`src/hdl/tpc_pkg.sv`:
```
`timescale 1ns / 1ps

package tpc_pkg;

    // Widths of the fields as they appear on the ports.
    localparam int SAMPLE_W     = 16;
    localparam int PEAK_COUNT_W = 16;

    // Samples seen in a run, saturating at three.
    localparam logic [1:0] SEEN_NONE  = 2'd0;
    localparam logic [1:0] SEEN_FIRST = 2'd1;
    localparam logic [1:0] SEEN_TWO   = 2'd2;
    localparam logic [1:0] RUN_FULL   = 2'd3;

    typedef struct packed {
        logic [PEAK_COUNT_W-1:0] peak_count;
        logic                    too_short;
    } t_result;

endpackage

```
`src/hdl/tpc_core.sv`:
```
`timescale 1ns / 1ps

module tpc_core
    import tpc_pkg::*;
#(
    parameter int SAMPLE_BITS = 16,
    parameter int COUNT_BITS  = 16
) (
    input  logic                   i_clk,
    input  logic                   i_rst_n,
    input  logic                   i_accept,
    input  logic [SAMPLE_BITS-1:0] i_sample,
    input  logic                   i_is_last,
    input  logic                   i_cfg_we,
    input  logic [SAMPLE_BITS-1:0] i_cfg_data,
    output logic                   o_res_strobe,
    output t_result                o_res
);

    logic signed [SAMPLE_BITS-1:0] r_older, n_older;
    logic signed [SAMPLE_BITS-1:0] r_newer, n_newer;
    logic signed [SAMPLE_BITS-1:0] r_min_peak;
    logic [1:0]                    r_seen, n_seen;
    logic [COUNT_BITS-1:0]         r_peaks, n_peaks;

    logic signed [SAMPLE_BITS-1:0] w_cur;
    logic                          w_prev_peak;
    logic                          w_last_peak;
    logic                          w_too_short;
    logic [1:0]                    w_inc;
    logic [COUNT_BITS:0]           w_sum;
    logic [COUNT_BITS-1:0]         w_sat;

    assign w_cur = $signed(i_sample);

    // The previous sample can only be judged now that its right-hand neighbour is here.
    always_comb begin
        w_prev_peak = 1'b0;
        if (r_seen == SEEN_FIRST) begin
            w_prev_peak = (r_newer > w_cur) && (r_newer >= r_min_peak);
        end else if (r_seen == SEEN_TWO || r_seen == RUN_FULL) begin
            w_prev_peak = (r_older < r_newer) && (r_newer > w_cur)
                          && (r_newer >= r_min_peak);
        end
    end

    assign w_too_short = (r_seen == SEEN_NONE) || (r_seen == SEEN_FIRST);
    assign w_last_peak = i_is_last && !w_too_short && (w_cur > r_newer)
                         && (w_cur >= r_min_peak);

    // Two saturating increments in a row give the same as one clamped sum.
    assign w_inc = {1'b0, w_prev_peak} + {1'b0, w_last_peak};
    assign w_sum = {1'b0, r_peaks} + (COUNT_BITS+1)'(w_inc);
    assign w_sat = w_sum[COUNT_BITS] ? {COUNT_BITS{1'b1}} : w_sum[COUNT_BITS-1:0];

    assign o_res_strobe     = i_accept && i_is_last;
    assign o_res.too_short  = w_too_short;
    assign o_res.peak_count = w_too_short ? '0 : PEAK_COUNT_W'(w_sat);

    always_comb begin
        n_older = r_older;
        n_newer = r_newer;
        n_seen  = r_seen;
        n_peaks = r_peaks;
        if (i_accept) begin
            if (i_is_last) begin
                n_older = '0;
                n_newer = '0;
                n_seen  = SEEN_NONE;
                n_peaks = '0;
            end else begin
                n_older = r_newer;
                n_newer = w_cur;
                n_seen  = (r_seen == RUN_FULL) ? RUN_FULL : r_seen + 2'd1;
                n_peaks = w_sat;
            end
        end
    end

    always_ff @(posedge i_clk) begin
        if (!i_rst_n) begin
            r_older    <= '0;
            r_newer    <= '0;
            r_seen     <= SEEN_NONE;
            r_peaks    <= '0;
            r_min_peak <= '0;
        end else begin
            r_older <= n_older;
            r_newer <= n_newer;
            r_seen  <= n_seen;
            r_peaks <= n_peaks;
            if (i_cfg_we) begin
                r_min_peak <= $signed(i_cfg_data);
            end
        end
    end

endmodule

```
`src/hdl/tpc_out_reg.sv`:
```
`timescale 1ns / 1ps

module tpc_out_reg
    import tpc_pkg::*;
(
    input  logic    i_clk,
    input  logic    i_rst_n,
    input  logic    i_load,
    input  t_result i_res,
    input  logic    i_ready,
    output logic    o_valid,
    output t_result o_res
);

    logic    r_valid;
    t_result r_res;

    always_ff @(posedge i_clk) begin
        if (!i_rst_n) begin
            r_valid <= 1'b0;
        end else if (i_load) begin
            r_valid <= 1'b1;
        end else if (i_ready) begin
            r_valid <= 1'b0;
        end
    end

    always_ff @(posedge i_clk) begin
        if (i_load) begin
            r_res <= i_res;
        end
    end

    assign o_valid = r_valid;
    assign o_res   = r_res;

endmodule

```
`src/hdl/thresholded_peak_counter_top.sv`:
```
`timescale 1ns / 1ps

// Channel   Direction  Handshake                    Payload
// input     in         i_in_valid / o_in_ready      i_sample, i_is_last
// result    out        o_out_valid / i_out_ready    o_peak_count, o_too_short
// config    in         i_cfg_valid / o_cfg_ready    i_cfg_data (min_peak)
//
// One item is taken every cycle while the input is not stalled; a result appears in
// the output register in the cycle after the last item of a run is accepted.
// The rate is set by the single output register: input stalls only while a
// result sits there unclaimed. Configuration writes are always taken.
// Synchronous active-low reset clears the run history, min_peak and the result valid.

module thresholded_peak_counter_top
    import tpc_pkg::*;
#(
    parameter int SAMPLE_BITS = 16,
    parameter int COUNT_BITS  = 16
) (
    input  logic                    i_clk,
    input  logic                    i_rst_n,
    input  logic                    i_in_valid,
    output logic                    o_in_ready,
    input  logic signed [SAMPLE_W-1:0] i_sample,
    input  logic                    i_is_last,
    output logic                    o_out_valid,
    input  logic                    i_out_ready,
    output logic [PEAK_COUNT_W-1:0] o_peak_count,
    output logic                    o_too_short,
    input  logic                    i_cfg_valid,
    output logic                    o_cfg_ready,
    input  logic signed [SAMPLE_W-1:0] i_cfg_data
);

    logic    w_accept;
    logic    w_res_strobe;
    t_result w_res;
    t_result w_out;

    assign o_in_ready  = !o_out_valid || i_out_ready;
    assign o_cfg_ready = 1'b1;
    assign w_accept    = i_in_valid && o_in_ready;

    tpc_core #(
        .SAMPLE_BITS (SAMPLE_BITS),
        .COUNT_BITS  (COUNT_BITS)
    ) u_core (
        .i_clk        (i_clk),
        .i_rst_n      (i_rst_n),
        .i_accept     (w_accept),
        .i_sample     (SAMPLE_BITS'($unsigned(i_sample))),
        .i_is_last    (i_is_last),
        .i_cfg_we     (i_cfg_valid && o_cfg_ready),
        .i_cfg_data   (SAMPLE_BITS'($unsigned(i_cfg_data))),
        .o_res_strobe (w_res_strobe),
        .o_res        (w_res)
    );

    tpc_out_reg u_out (
        .i_clk   (i_clk),
        .i_rst_n (i_rst_n),
        .i_load  (w_res_strobe),
        .i_res   (w_res),
        .i_ready (i_out_ready),
        .o_valid (o_out_valid),
        .o_res   (w_out)
    );

    assign o_peak_count = w_out.peak_count;
    assign o_too_short  = w_out.too_short;

endmodule

```
`config.mk`:
```
export PLATFORM = sky130hd
export DESIGN_NAME = thresholded_peak_counter_top
export DESIGN_NICKNAME = d
export VERILOG_FILES = /design/src/hdl/tpc_pkg.sv /design/src/hdl/tpc_core.sv /design/src/hdl/tpc_out_reg.sv /design/src/hdl/thresholded_peak_counter_top.sv
export SDC_FILE = /design/constraint.sdc
export NUM_CORES = 1
export LEC_CHECK = 0
export ABC_AREA = 1
export BUFFER_PORTS_ARGS = -buffer_cell sky130_fd_sc_hd__clkbuf_2
export CORE_ASPECT_RATIO = 0.75
export CORE_MARGIN = 3
export CORE_UTILIZATION = 60
export CTS_CLUSTER_DIAMETER = 40
export DETAILED_ROUTE_END_ITERATION = 6
export PLACE_DENSITY = 0.87
export SETUP_SLACK_MARGIN = 0.1
export SLEW_MARGIN = 20
export SYNTH_ARGS = -nofsm -noshare
export SYNTH_HDL_FRONTEND = slang
export SYNTH_SLANG_ARGS = --single-unit
```
`constraint.sdc`:
```
create_clock -name i_clk -period 12.07 [get_ports i_clk]
set_input_delay 3.621 -clock i_clk [delete_from_list [all_inputs] [get_ports i_clk]]
set_output_delay 3.621 -clock i_clk [all_outputs]
set_load 0.05 [all_outputs]
```
* After elaboration in Yosys (flattened, before gate mapping)
Cells that the tools add are included.
Storage, ports and cells: flip-flop bits (word level) 84, latch bits 0, RAM bits 0, memory bits (read-only) 0, output and inout bits 20, word-level logic and storage cells 44, memories kept 0
Operators by class: $add $sub $neg 3, $mul 0, divide/modulo/power cells 0, $lt $le $gt $ge 5, equality and inequality tests 3, shift operators 0, muxes and demuxes 10, bitwise operators 0, reduce and logical (&&, ||, !) cells 15
Operators by type and width (count):
- two-way mux 16 bit | 4
- greater-or-equal comparator 16 bit | 2
- > comparator 16 bit | 2
- adder 16 x 2 -> 17 bit | 1
- < comparator 16 bit | 1
- logical AND 1 bit | 8
- equality test 2 bit (second input constant) | 2
- two-way mux 1 bit | 4
- two-way mux 2 bit | 2
- logical OR 1 bit | 3
- adder 1 x 1 -> 2 bit | 1
- adder 2 x 1 -> 2 bit (second input constant) | 1
- equality test 2 x 1 -> 1 bit (second input constant) | 1
- zero test 1 bit | 2
- zero test 2 bit | 1
- nonzero test 2 bit | 1

* Logic depth before layout (Yosys ltp)
Gate-level depths: netlist of run 1.
word-level depth 10, gate-level depth with buffers 26

* Modules after synthesis
From an unflattened synthesis of run 1, not the netlist that was laid out.
Second synthesis, totals: cell total of the unflattened synthesis 675, area total of the unflattened synthesis 5027.3 um^2
Modules (own cells, without submodules):
- tpc_core | times used 1, cells an instance 646, area each 4441.8 um^2
- tpc_out_reg | times used 1, cells an instance 23, area each 554.3 um^2
- thresholded_peak_counter_top | times used 1, cells an instance 6, area each 31.3 um^2

* Worst setup path before layout of run 1
Ideal clock, no wire load.
kind input-to-output, start in i_out_ready, end out o_in_ready, arrival time 3.872 ns, data required time 8.449 ns, setup slack 4.577 ns, stages 2, path buffers 0, cell sequence inv_1 > nand2_2
On the way: cells in the longest elaborated chain, start to end 1
RTL lines:
- start, declared | line thresholded_peak_counter_top.sv:27 | input logic i_out_ready,
- logical OR 1 bit | line thresholded_peak_counter_top.sv:40 | assign o_in_ready = !o_out_valid || i_out_ready;
- end, declared | line thresholded_peak_counter_top.sv:23 | output logic o_in_ready,
No other way between the ends.

* Worst setup path in the final report of run 1
Ends and elaborated chain as after synthesis.

==> load_flow_metrics.sql, run 1 <==
INSERT INTO impl_metrics (metric_group, metric, value, unit) VALUES
('global_route', 'track_usage', '26.8', '%'),
('sta', 'final.setup_skew', '11.6', 'ps'),
('clock_tree', 'post-cts-setup-buffers', '0', ''),
('synthesis', 'netlist-cell-type-count', '36', ''),
('flow_run', 'max_cap_violations', '0', ''),
('clock_tree', 'cts.sink_count', '84', ''),
('sta', 'post-route-period-util', '63.9', '%'),
('synthesis', 'postSynth.topFlopCell', 'sky130_fd_sc_hd__dfxtp_1', ''),
('pwr', 'leakage', '2.55', 'nW'),
('global_route', 'number_of_global_route_vias_before_repair', '4649', ''),
('cells_and_area', 'post_route_cells_drive_above_1_share', '12.0', '%'),
('sta', 'achievable-frequency', '130', 'MHz'),
('sta', 'finalMaxSlewViolations', '0', ''),
('synthesis', 'synth.ff_latch_count', '84', ''),
('floorplanning', 'die_height', '85.3', 'um'),
('synthesis', 'postSynth.asyncResetShare', '0', '%'),
('floorplanning', 'row_count', '28', ''),
('clock_tree', 'cts.root.buffer_cell', 'sky130_fd_sc_hd__clkbuf_8', ''),
('route', 'detail_route.drc_violations', '0', ''),
('route', 'drt_first_pass_iters', '5', ''),
('route', 'detail_route.wl_per_cell', '14.4', 'um'),
('hold_path', 'hold_class', 'reg2reg', ''),
('hold_path', 'holdCritStartpoint', 'u_core.r_peaks[0]', ''),
('global_route', 'overflow', '0', ''),
('setup_path', 'rr_worst_depth', '22', ''),
('route', 'route.met3.wl', '745', 'um'),
('setup_path', 'timing.critical_path.arrival', '4090', 'ps'),
('synthesis', 'synth_top_cells_by_area', 'sky130_fd_sc_hd__dfxtp_1 27%, sky130_fd_sc_hd__ha_1 16%, sky130_fd_sc_hd__nand2_1 15%, sky130_fd_sc_hd__edfxtp_1 10%, sky130_fd_sc_hd__a21oi_1 9.8%', ''),
('placement', 'routability_cong', '0.866', ''),
('pwr', 'vdd_ir_drop_max', '0.117', 'mV'),
('synthesis', 'synth_nets', '777', ''),
('hold_path', 'min_delay_worst_endpoint', 'u_core.r_peaks[0]', ''),
('synthesis', 'synth_top_area_cell', 'sky130_fd_sc_hd__dfxtp_1', ''),
('setup_path', 'criticalPathCategory', 'in2out', ''),
('clock_tree', 'post_cts.resized_instances', '0', ''),
('route', 'post_drt_via_cell_ratio', '5.55', ''),
('placement', 'port_buffers', '56', ''),
('global_route', 'antenna_found_initial', '0', ''),
('pwr', 'total_power', '623', 'uW'),
('floorplanning', 'io_pins', '58', ''),
('synthesis', 'netlist.area_leader.share', '26.7', '%'),
('floorplanning', 'placeable_area', '8020', 'um^2'),
('hold_path', 'worst_hold_path_stage_count', '2', ''),
('route', 'wirelength', '11900', 'um'),
('clock_tree', 'cts_made_buffers', '9', ''),
('setup_path', 'crit_path_start_kind', 'input port', ''),
('floorplanning', 'start_util', '62.7', '%'),
('setup_path', 'cp.required', '8450', 'ps'),
('sta', 'hold_viol_final', '0', ''),
('cells_and_area', 'finalCoreUtilization', '69.1', '%'),
('setup_path', 'cp_max_fo', '4', ''),
('route', 'top_layer_used', 'met4', ''),
('clock_tree', 'clockBufferDepth', '2', ''),
('sta', 'rsz0062_at_grt', 'false', ''),
('run_status', 'run_status', 'finished, final reports clean', ''),
('sta', 'final_layout_setup_total_negative_slack', '0', 'ps'),
('floorplanning', 'fp.dieW', '112', 'um'),
('clock_tree', 'h-tree-depth', '3', ''),
('setup_path', 'timing.critical_path.to_type', 'output pin', ''),
('sta', 'timing.final.crit_period', '7710', 'ps'),
('route', 'drt_iter0_markers', '258', ''),
('route', 'drt-met1-wl', '5180', 'um'),
('cells_and_area', 'design.final.nets', '823', ''),
('global_route', 'pin_count_of_the_biggest_net_entering_global_routing', '53', ''),
('synthesis', 'ys_seq_area_share', '36.8', '%'),
('clock_tree', 'hold_buffers', '0', ''),
('clock_tree', 'worst_setup_hold_path_clk_slew', '80', 'ps'),
('sta', 'timing.final.ws_setup', '4360', 'ps'),
('cells_and_area', 'multi_input_logic_area', '2730', 'um^2'),
('cells_and_area', 'n_antenna_cell', '0', ''),
('route', 'vias_after_detailed_routing', '4606', '');
[power by group]
part	internal [mW]	total, mW	switching (mW)
combinational	0.0340	0.102	0.0681
clock	0.116	0.221	0.106
sequential	0.295	0.300	0.00514
total	0.445	0.623	0.179
[cell families after synthesis]
kind of cell,share of synthesized area [%]
xor gates and xnor gates,1.04
and+or+nand+nor,23.2
other,0.0746
adders and majority gates,16.3
AOI/OAI and AO/OA,13.6
buffers and inverters,9.01
DFF,36.8
[registers in the layout (all words and copies together), names as in the netlist]
| signal | count |
|---|---|
| u_out.o_valid | 1 |
| u_out.o_res | 17 |
| u_core.r_min_peak | 16 |
| u_core.r_newer | 16 |
| u_core.r_peaks | 16 |
| u_core.r_older | 16 |
| u_core.r_seen | 2 |
[synth_stat cells (2+ instances only)]
library cell and number:
sky130_fd_sc_hd__a21oi_1 98, sky130_fd_sc_hd__buf_1 2, sky130_fd_sc_hd__buf_2 2, sky130_fd_sc_hd__buf_4 3
sky130_fd_sc_hd__buf_6 3, sky130_fd_sc_hd__clkbuf_1 14, sky130_fd_sc_hd__dfxtp_1 67, sky130_fd_sc_hd__edfxtp_1 17
sky130_fd_sc_hd__ha_1 64, sky130_fd_sc_hd__inv_1 85, sky130_fd_sc_hd__inv_2 2, sky130_fd_sc_hd__nand2_1 199
sky130_fd_sc_hd__nand2_2 2, sky130_fd_sc_hd__nand3_1 23, sky130_fd_sc_hd__nand3_2 5, sky130_fd_sc_hd__nand3b_1 4
sky130_fd_sc_hd__nand4_1 5, sky130_fd_sc_hd__nor2_1 24, sky130_fd_sc_hd__nor2_2 2, sky130_fd_sc_hd__nor3_1 4
sky130_fd_sc_hd__nor3_2 2, sky130_fd_sc_hd__o21ai_0 26, sky130_fd_sc_hd__o21bai_1 2, sky130_fd_sc_hd__or2_1 2
sky130_fd_sc_hd__xor2_1 6
[routing by layer]
metal / track usage [%] / up-vias
met4: 11.5 / 0
li1: - / 2290
met3: 5.92 / 31
met2: 45.3 / 160
met1: 33.2 / 2125
met5: 0 / -
[worst max path at each step]
stage | startpoint | to | cells after the start
final | i_out_ready | o_in_ready | 4
after global routing | i_out_ready | o_in_ready | 4
after CTS | i_out_ready | o_in_ready | 4
after detailed placement | i_out_ready | o_in_ready | 4
after global placement | i_out_ready | o_in_ready | 4
after floorplan | i_out_ready | o_in_ready | 2
[critical path, stage by stage]
cell	delay [ps]
sky130_fd_sc_hd__clkbuf_2	70
sky130_fd_sc_hd__inv_1	40
sky130_fd_sc_hd__nand2_2	70
sky130_fd_sc_hd__clkbuf_2	280
[final cells by class]
class / instances / area share, %
flip-flops and latches: 84 / 33.4
clock inverters: 5 / 1.38
repair buffers: 59 / 5.46
well taps: 105 / 2.37
multi-input cells: 479 / 49.1
clock buffers: 11 / 2.37
inverters: 87 / 5.89
[placed cells by master, fill, tap and decap left out, types with 3 or more instances in the layout]
cell type / synthesis / final
sky130_fd_sc_hd__clkbuf_2: 0 / 56
sky130_fd_sc_hd__nand3b_1: 4 / 4
sky130_fd_sc_hd__nand2_1: 199 / 199
sky130_fd_sc_hd__nand3_1: 23 / 23
sky130_fd_sc_hd__clkbuf_8: 0 / 9
sky130_fd_sc_hd__edfxtp_1: 17 / 17
sky130_fd_sc_hd__nand4_1: 5 / 5
sky130_fd_sc_hd__xor2_1: 6 / 6
sky130_fd_sc_hd__nor3_1: 4 / 4
sky130_fd_sc_hd__ha_1: 64 / 64
sky130_fd_sc_hd__nand3_2: 5 / 5
sky130_fd_sc_hd__nor2_1: 24 / 24
sky130_fd_sc_hd__dfxtp_1: 67 / 67
sky130_fd_sc_hd__buf_4: 3 / 3
sky130_fd_sc_hd__o21ai_0: 26 / 26
sky130_fd_sc_hd__inv_1: 85 / 85
sky130_fd_sc_hd__a21oi_1: 98 / 98
[stage by stage]
step	hold slack (ps)	instances	instance area, um^2
after CTS	475	830	5550
after global placement	452	814	5340
final	473	830	5550
after floorplan	445	674	5030
after global routing	491	830	5550
after detailed placement	462	814	5340
Note: power is estimated with default switching activity, not from simulation.
==> inputs of run 2 (changes only) <==
- ABC_AREA: 1 -> 0
- CORE_UTILIZATION: 60 -> 54
- PLACE_DENSITY: 0.87 -> 0.82
- clock period: 12.07 -> 6.3 ns (I/O delays scaled with it)
==> run 2 against run 1 <==
Effect of this change:
- via count shrank 5.8%
- sequential share of layout area shrank 1.6 points
- register-to-register slack lost 6300 ps
- clock power grew to 2.6 times the previous value
- power grew 110%
- hold slack gained 15 ps
- critical path type is now in2reg
- wire length shrank 0.55%
- utilization shrank 5.9 points
==> load_flow_metrics.sql, run 2 <==
INSERT INTO impl_metrics (metric_group, metric, value, unit) VALUES
('run_status', 'run_status', 'finished, final reports clean', ''),
('route', 'drt_first_pass_iters', '4', ''),
('floorplanning', 'die_height', '91.2', 'um'),
('route', 'vias_after_detailed_routing', '4339', ''),
('synthesis', 'postSynth.asyncResetShare', '0', '%'),
('floorplanning', 'start_util', '56.6', '%'),
('placement', 'postPlaceCellArea', '5520', 'um^2'),
('cells_and_area', 'post_route_cells_drive_above_1_share', '14.0', '%'),
('sta', 'timing.final.ws_setup', '687', 'ps'),
('clock_tree', 'insertion_delay', '340', 'ps'),
('route', 'final_antenna_violating_net_count', '0', ''),
('clock_tree', 'cts_made_buffers', '9', ''),
('setup_path', 'cp_slowest_cell', 'sky130_fd_sc_hd__fa_1', ''),
('setup_path', 'rr_worst_depth', '17', ''),
('pwr', 'power_per_cell_area', '229', 'nW/um^2'),
('sta', 'final_layout_setup_total_negative_slack', '0', 'ps'),
('setup_path', 'critical_path.reg2reg.endpoint', 'u_core.r_peaks[15]', ''),
('sta', 'slew_headroom', '25.8', '%'),
('route', 'route.met3.wl', '608', 'um'),
('cells_and_area', 'mostFrequentLayoutCells', '67 x sky130_fd_sc_hd__dfxtp_1, 66 x sky130_fd_sc_hd__a21oi_1, 64 x sky130_fd_sc_hd__ha_1', ''),
('pwr', 'leakage', '2.38', 'nW'),
('route', 'detail_route.wl_per_cell', '15.9', 'um'),
('sta', 'finalMaxSlewViolations', '0', ''),
('sta', 'max_slew.worst_pin.slew', '1110', 'ps'),
('synthesis', 'synth_top_cells_by_area', 'sky130_fd_sc_hd__dfxtp_1 26%, sky130_fd_sc_hd__ha_1 15%, sky130_fd_sc_hd__edfxtp_1 9.8%, sky130_fd_sc_hd__a21oi_1 6.3%, sky130_fd_sc_hd__nor2b_1 4.7%', ''),
('floorplanning', 'die_area', '10900', 'um^2'),
('setup_path', 'cpLargestDelayFamily', 'simple AND/OR/NAND/NOR gates', ''),
('flow_run', 'max_cap_violations', '0', ''),
('clock_tree', 'cts.sink_count', '84', ''),
('synthesis', 'synth_top_area_cell', 'sky130_fd_sc_hd__dfxtp_1', ''),
('clock_tree', 'h-tree-depth', '3', ''),
('synthesis', 'ys_top_cells_by_count', '67 x sky130_fd_sc_hd__dfxtp_1, 66 x sky130_fd_sc_hd__a21oi_1, 64 x sky130_fd_sc_hd__ha_1', ''),
('global_route', 'overflow', '0', ''),
('floorplanning', 'fp.dieW', '120', 'um'),
('clock_tree', 'post-cts-setup-buffers', '0', ''),
('route', 'post_drt_via_cell_ratio', '5.84', ''),
('clock_tree', 'worst_setup_hold_path_clk_slew', '60', 'ps'),
('cells_and_area', 'area_delta_synth_final', '11.5', '%'),
('route', 'drt-met1-wl', '5500', 'um'),
('route', 'detail_route.drc_violations', '0', ''),
('synthesis', 'synth_nets', '680', ''),
('sta', 'timing.final.setup_violations', '0', ''),
('cells_and_area', 'fin_area', '5830', 'um^2'),
('synthesis', 'synth_warnings', '0', ''),
('sta', 'rsz0062_at_grt', 'false', ''),
('cells_and_area', 'largest_register_ffs', '17', ''),
('sta', 'hold_ws', '488', 'ps'),
('clock_tree', 'cts_tree', 'yes', ''),
('route', 'drt_iter0_markers', '320', ''),
('setup_path', 'crit_chain', 'clkbuf_2, ha_1, nand4_1, nor3_1, a21boi_0, nor4_1, mux2i_1, o211ai_1, fa_1, inv_1, ha_1, and4_4, and3_4, nand4_4, a31oi_1, nor2_1, nor3b_2', ''),
('hold_path', 'worst_hold_path_stage_count', '2', ''),
('pwr', 'vdd_ir_drop_max', '0.160', 'mV'),
('synthesis', 'synthesis.area', '5230', 'um^2'),
('setup_path', 'worstPathBufferInverterCount', '2', ''),
('placement', 'placement.setup.worst_slack', '423', 'ps'),
('global_route', 'number_of_global_route_vias_before_repair', '4279', ''),
('setup_path', 'timing.critical_path.to_type', 'flop', ''),
('setup_path', 'cp.required', '6560', 'ps'),
('clock_tree', 'hold_buffers', '0', ''),
('route', 'met2_wirelength', '5550', 'um'),
('global_route', 'pin_count_of_the_biggest_net_entering_global_routing', '68', ''),
('clock_tree', 'cts.root.buffer_cell', 'sky130_fd_sc_hd__clkbuf_16', ''),
('synthesis', 'synth.ff_latch_count', '84', ''),
('synthesis', 'postSynth.topFlopCell', 'sky130_fd_sc_hd__dfxtp_1', ''),
('setup_path', 'reg2reg_slack', '1880', 'ps'),
('clock_tree', 'post_cts.resized_instances', '0', ''),
('clock_tree', 'clockBufferDepth', '2', ''),
('synthesis', 'netlist.area_leader.share', '25.6', '%'),
('cells_and_area', 'n_antenna_cell', '0', ''),
('synthesis', 'netlist-cell-type-count', '57', ''),
('sta', 'timing.final.crit_period', '5610', 'ps'),
('hold_path', 'holdCritStartpoint', 'u_core.r_newer[4]', ''),
('placement', 'port_buffers', '56', ''),
('cells_and_area', 'design.final.nets', '713', ''),
('placement', 'routability_cong', '0.834', ''),
('route', 'top_layer_used', 'met4', ''),
('sta', 'hold_viol_final', '0', ''),
('setup_path', 'slowest_delay', '440', 'ps'),
('global_route', 'antenna_found_initial', '0', ''),
('hold_path', 'min_delay_worst_endpoint', 'u_core.r_newer[4]', ''),
('floorplanning', 'placeable_area', '9230', 'um^2'),
('cells_and_area', 'finalCoreUtilization', '63.2', '%'),
('synthesis', 'ys_seq_area_share', '35.4', '%'),
('global_route', 'track_usage', '22.6', '%'),
('placement', 'dp_hpwl', '8600', 'um'),
('sta', 'final.setup_skew', '10.9', 'ps'),
('sta', 'post-route-period-util', '89.1', '%'),
('global_route', 'wire_length_of_the_first_global_routing_pass', '20200', 'um'),
('route', 'wirelength', '11800', 'um'),
('setup_path', 'timing.critical_path.arrival', '5880', 'ps'),
('cells_and_area', 'mostFrequentLayoutCell', 'sky130_fd_sc_hd__dfxtp_1', ''),
('floorplanning', 'row_count', '30', ''),
('synthesis', 'average_cell_area_after_synthesis', '9.06', 'um^2'),
('synthesis', 'synthesis.instances', '577', ''),
('setup_path', 'cp_max_fo', '32', ''),
('synthesis', 'number_of_flops_mapped_to_enable_cells_by_yosys', '17', ''),
('setup_path', 'critPathMostFrequentCell', 'sky130_fd_sc_hd__ha_1', ''),
('setup_path', 'criticalPathCategory', 'in2reg', ''),
('floorplanning', 'io_pins', '58', ''),
('synthesis', 'synthMostInstantiatedCell', 'sky130_fd_sc_hd__dfxtp_1', ''),
('setup_path', 'crit_path_start_kind', 'input port', ''),
('sta', 'achievable-frequency', '178', 'MHz'),
('hold_path', 'hold_class', 'reg2reg', ''),
('setup_path', 'regToRegStartpoint', 'u_core.r_newer[2]', '');
## run 2: cell types whose count changed after synthesis, sizes merged, moves of 14 or more
cell and delta:
nand2 -165, inv -48, nor2b +39, a21oi -32, mux2i +19, a21boi +18
nand3 -18, o21ai -15, nor3 +14
## run 2: worst register-to-register path: stages (launching register included)
cell,delay [ps]
sky130_fd_sc_hd__dfxtp_1,360
sky130_fd_sc_hd__inv_1,90
sky130_fd_sc_hd__ha_1,310
sky130_fd_sc_hd__a211o_1,290
sky130_fd_sc_hd__a31oi_1,150
sky130_fd_sc_hd__o21ai_0,150
sky130_fd_sc_hd__a211oi_1,280
sky130_fd_sc_hd__mux2i_1,290
sky130_fd_sc_hd__o211ai_1,150
sky130_fd_sc_hd__fa_1,440
sky130_fd_sc_hd__inv_1,90
sky130_fd_sc_hd__ha_1,260
sky130_fd_sc_hd__and4_4,280
sky130_fd_sc_hd__and3_4,210
sky130_fd_sc_hd__nand4_4,380
sky130_fd_sc_hd__a31oi_1,330
sky130_fd_sc_hd__nor2_1,80
sky130_fd_sc_hd__nor3b_2,180
## run 2: logic make-up after synthesis
logic type / count (synthesis) / share of synthesized area [%]
other: 1 / 0.0717
AOI/OAI and AO/OA: 142 / 17.4
buffers and inverters: 75 / 6.10
muxes: 19 / 3.64
adders and majority gates: 65 / 15.7
and+or+nand+nor: 179 / 19.7
DFF: 84 / 35.4
xor gates and xnor gates: 12 / 2.01
## run 2: cell type report
cell class / instances / area [um^2]
Fill cell: 783 / 3400
Clock inverter: 6 / 88.8
Clock buffer: 10 / 229
Multi-Input combinational cell: 418 / 3060
Timing Repair Buffer: 58 / 295
Tap cell: 128 / 160
Inverter: 39 / 146
Sequential cell: 84 / 1850
## run 2: worst max path at each step
stage	from	endpoint	slack, ps	depth (start not counted)
final	i_sample[11]	u_core.r_peaks[15]	690	17
after global routing	i_sample[11]	u_core.r_peaks[8]	340	17
after CTS	i_sample[11]	u_core.r_peaks[15]	700	17
after detailed placement	i_sample[1]	u_core.r_peaks[15]	420	17
after global placement	i_sample[1]	u_core.r_peaks[8]	630	17
after floorplan	i_sample[15]	u_core.r_peaks[13]	1180	16
## run 2: stage by stage
step                std cells  total power, mW
floorplan                 577            0.725
global placement          727            0.772
detailed placement        727            0.782
CTS                       743             1.35
global route              743             1.40
finish                    743             1.34
## run 2: metal layers
layer | track usage, % | vias up
li1 | - | 2141
met1 | 30.0 | 2069
met2 | 36.7 | 112
met3 | 5.42 | 17
met4 | 6.77 | 0
met5 | 0 | -
## run 2: power by group
group | switching, mW | internal, mW
logic | 0.123 | 0.0752
registers | 0.00937 | 0.565
clock network | 0.217 | 0.347
total | 0.350 | 0.987
==> inputs of run 3 (changes only) <==
- ABC_AREA: 0 -> 1
- CORE_UTILIZATION: 54 -> 53
- PLACE_DENSITY: 0.82 -> 0.81
- SYNTH_HIERARCHICAL: unset -> 1
==> run 3 against run 2 <==
Effect of this change:
- power up 2.1%
- via count up 3.0%
- combinational power down 4%
- largest power group is now the clock network
==> load_flow_metrics.sql, run 3 <==
INSERT INTO impl_metrics (metric_group, metric, value, unit) VALUES
('route', 'drt_first_pass_iters', '5', ''),
('synthesis', 'synth-compound-area-share', '13.5', '%'),
('synthesis', 'synth.ff_latch_count', '84', ''),
('cells_and_area', 'n_antenna_cell', '0', ''),
('global_route', 'wire_length_of_the_first_global_routing_pass', '19700', 'um'),
('placement', 'port_buffers', '56', ''),
('route', 'detail_route.wl_per_cell', '13.8', 'um'),
('hold_path', 'hold_class', 'reg2reg', ''),
('floorplanning', 'io_pins', '58', ''),
('clock_tree', 'h-tree-depth', '3', ''),
('pwr', 'pwr-share-seq', '42.2', '%'),
('sta', 'hold_viol_final', '0', ''),
('sta', 'rsz0062_at_grt', 'false', ''),
('cells_and_area', 'sequential_cell_area', '1850', 'um^2'),
('run_status', 'run_status', 'finished, final reports clean', ''),
('synthesis', 'ys_top_cells_by_count', '185 x sky130_fd_sc_hd__nand2_1, 93 x sky130_fd_sc_hd__a21oi_1, 88 x sky130_fd_sc_hd__inv_1', ''),
('sta', 'achievable-frequency', '201', 'MHz'),
('pwr', 'power_per_cell_area', '239', 'nW/um^2'),
('synthesis', 'synth_top_area_cell', 'sky130_fd_sc_hd__dfxtp_1', ''),
('synthesis', 'synth_mux_area_share', '0', '%'),
('synthesis', 'synth_xor_area_share', '1.05', '%'),
('cells_and_area', 'mostFrequentLayoutCell', 'sky130_fd_sc_hd__nand2_1', ''),
('floorplanning', 'die_height', '90.3', 'um'),
('synthesis', 'netlist.area_leader.share', '26.7', '%'),
('route', 'final_antenna_violating_net_count', '0', ''),
('flow_run', 'max_cap_violations', '0', ''),
('synthesis', 'synth_nets', '778', ''),
('floorplanning', 'die_area', '10700', 'um^2'),
('clock_tree', 'clockBufferDepth', '2', ''),
('clock_tree', 'worst_setup_hold_path_clk_slew', '70', 'ps'),
('pwr', 'vdd_ir_drop_max', '0.199', 'mV'),
('synthesis', 'yosys.area_share.adder', '16.3', '%'),
('cells_and_area', 'finished_layout_cells', '852', ''),
('placement', 'postPlaceCellArea', '5370', 'um^2'),
('synthesis', 'number_of_flops_mapped_to_enable_cells_by_yosys', '17', ''),
('sta', 'post-route-period-util', '79.0', '%'),
('route', 'vias_after_detailed_routing', '4471', ''),
('clock_tree', 'cts.root.buffer_cell', 'sky130_fd_sc_hd__clkbuf_16', ''),
('floorplanning', 'fp.dieW', '118', 'um'),
('sta', 'slew_headroom', '29.5', '%'),
('clock_tree', 'cts_made_buffers', '9', ''),
('setup_path', 'cp_max_fo', '14', ''),
('cells_and_area', 'mostFrequentLayoutCells', '185 x sky130_fd_sc_hd__nand2_1, 93 x sky130_fd_sc_hd__a21oi_1, 87 x sky130_fd_sc_hd__inv_1', ''),
('clock_tree', 'post_cts.resized_instances', '0', ''),
('setup_path', 'cp.required', '6500', 'ps'),
('floorplanning', 'row_count', '30', ''),
('global_route', 'overflow', '0', ''),
('sta', 'max_slew.worst_pin.slew', '1060', 'ps'),
('synthesis', 'fraction_of_the_mapped_netlist_area_in_simple_logic_gates', '23.0', '%'),
('synthesis', 'average_cell_area_after_synthesis', '7.45', 'um^2'),
('route', 'detail_route.drc_violations', '0', ''),
('placement', 'dp_hpwl', '8460', 'um'),
('cells_and_area', 'fin_area', '5710', 'um^2'),
('setup_path', 'crit_path_start_kind', 'input port', ''),
('synthesis', 'synthesis.area', '5030', 'um^2'),
('setup_path', 'timing.critical_path.arrival', '5170', 'ps'),
('global_route', 'track_usage', '22.2', '%'),
('synthesis', 'synth_top_cells_by_area', 'sky130_fd_sc_hd__dfxtp_1 27%, sky130_fd_sc_hd__ha_1 16%, sky130_fd_sc_hd__nand2_1 14%, sky130_fd_sc_hd__edfxtp_1 10%, sky130_fd_sc_hd__a21oi_1 9.3%', ''),
('global_route', 'pin_count_of_the_biggest_net_entering_global_routing', '51', ''),
('pwr', 'switching_share', '25.7', '%'),
('floorplanning', 'start_util', '54.9', '%'),
('pwr', 'power_switching', '350', 'uW'),
('global_route', 'number_of_global_route_vias_before_repair', '4336', ''),
('synthesis', 'synth_warnings', '6', ''),
('setup_path', 'criticalPathCategory', 'in2reg', ''),
('route', 'post_drt_via_cell_ratio', '5.25', ''),
('sta', 'final_layout_setup_total_negative_slack', '0', 'ps'),
('clock_tree', 'hold_buffers', '0', ''),
('setup_path', 'timing.critical_path.to_type', 'flop', ''),
('synthesis', 'postSynth.asyncResetShare', '0', '%'),
('sta', 'finalMaxSlewViolations', '0', ''),
('cells_and_area', 'area_delta_synth_final', '13.5', '%'),
('pwr', 'clock_power_share', '43.8', '%'),
('placement', 'routability_cong', '0.915', ''),
('synthesis', 'ys_seq_area_share', '36.8', '%'),
('route', 'drt_iter0_markers', '315', ''),
('cells_and_area', 'multi_input_logic_area', '2720', 'um^2'),
('floorplanning', 'placeable_area', '9160', 'um^2'),
('synthesis', 'postSynth.topFlopCell', 'sky130_fd_sc_hd__dfxtp_1', ''),
('pwr', 'p_comb_share', '14.0', '%'),
('placement', 'placement.setup.worst_slack', '1040', 'ps'),
('sta', 'final.setup_skew', '9.82', 'ps'),
('clock_tree', 'insertion_delay', '340', 'ps'),
('sta', 'timing.final.crit_period', '4980', 'ps'),
('sta', 'timing.final.ws_setup', '1320', 'ps'),
('synthesis', 'netlist-cell-type-count', '34', ''),
('clock_tree', 'cts.sink_count', '84', ''),
('synthesis', 'synthesis.instances', '675', ''),
('cells_and_area', 'post_route_cells_drive_above_1_share', '12.7', '%'),
('clock_tree', 'post-cts-setup-buffers', '0', ''),
('global_route', 'antenna_found_initial', '0', ''),
('sta', 'timing.final.setup_violations', '0', ''),
('route', 'wirelength', '11700', 'um'),
('placement', 'numPlacedInstances', '836', ''),
('synthesis', 'synthMostInstantiatedCell', 'sky130_fd_sc_hd__nand2_1', ''),
('cells_and_area', 'design.final.nets', '822', ''),
('pwr', 'leakage', '2.55', 'nW'),
('clock_tree', 'cts_tree', 'yes', ''),
('synthesis', 'combinational_family_with_the_most_area_after_synthesis', 'simple AND/OR/NAND/NOR gates', ''),
('cells_and_area', 'largest_register_ffs', '17', ''),
('pwr', 'internal-power', '1.01', 'mW'),
('cells_and_area', 'fillers', '816', '');
run 3: worst paths after layout:
check	startpoint	to	slack, ps	cells past startpoint
max	i_sample[15]	u_out/o_res[3]	1320	22
min	u_core/r_older[0]	u_core/r_older[0]	470	2
max reg2reg	u_core/r_newer[15]	u_out/o_res[3]	2510	22
min reg2reg	u_core/r_older[0]	u_core/r_older[0]	470	2
run 3: cells by family (layout without fill, tap and decap cells):
| family | Yosys count | count (layout) |
|---|---|---|
| XOR/XNOR | 6 | 6 |
| flip-flops | 84 | 84 |
| buffers and inverters | 115 | 164 |
| other | 1 | 1 |
| adder cells (fa/ha/maj) | 65 | 65 |
| AND/OR/NAND/NOR | 274 | 274 |
| AO/OA/AOI/OAI | 130 | 130 |
run 3: power by group through the flow:
stage	logic [mW]	registers [mW]	clock network [mW]
after floorplan	0.117	0.601	0
after global placement	0.180	0.586	0
after detailed placement	0.188	0.587	0
after CTS	0.191	0.576	0.602
after global routing	0.217	0.577	0.628
final	0.191	0.576	0.597
run 3: metal layers:
metal  routed length, um  GRT usage, %  vias up
met5                   0             0        -
met4                 157          6.46        0
met3                 640          5.39       15
met2                5410          36.6      118
met1                5540          29.2     2042
li1                    -             -     2296
run 3: worst max-delay path, cell delays in order:
cell and delay [ps]:
sky130_fd_sc_hd__clkbuf_2 110, sky130_fd_sc_hd__ha_1 360, sky130_fd_sc_hd__nand4_1 130, sky130_fd_sc_hd__nor2_1 240, sky130_fd_sc_hd__nand2_1 140, sky130_fd_sc_hd__nand2_1 70, sky130_fd_sc_hd__nand2_1 60, sky130_fd_sc_hd__nand2_1 80
sky130_fd_sc_hd__nand2_1 60, sky130_fd_sc_hd__inv_1 50, sky130_fd_sc_hd__nand2_1 60, sky130_fd_sc_hd__fa_1 380, sky130_fd_sc_hd__inv_1 80, sky130_fd_sc_hd__ha_1 220, sky130_fd_sc_hd__nand3_2 110, sky130_fd_sc_hd__nor2_4 160
sky130_fd_sc_hd__nand2_2 70, sky130_fd_sc_hd__or2_1 420, sky130_fd_sc_hd__inv_1 200, sky130_fd_sc_hd__or2_2 140, sky130_fd_sc_hd__inv_1 40, sky130_fd_sc_hd__nor2_1 90
run 3: final cells by class:
cell class | count | share of cell area, %
inverter | 90 | 5.92
multi-input combinational | 476 | 47.6
sequential | 84 | 32.4
timing repair buffer | 58 | 5.39
tap | 128 | 2.81
clock buffer | 10 | 4.01
clock inverter | 6 | 1.82
run 3: through the flow:
stage / hold WS [ps] / util (%) / total power [mW]
after CTS: 472 / 62.3 / 1.37
after global routing: 495 / 62.3 / 1.42
final: 471 / 62.3 / 1.36
after global placement: 453 / 58.7 / 0.766
after floorplan: 445 / - / 0.718
after detailed placement: 462 / 58.7 / 0.775
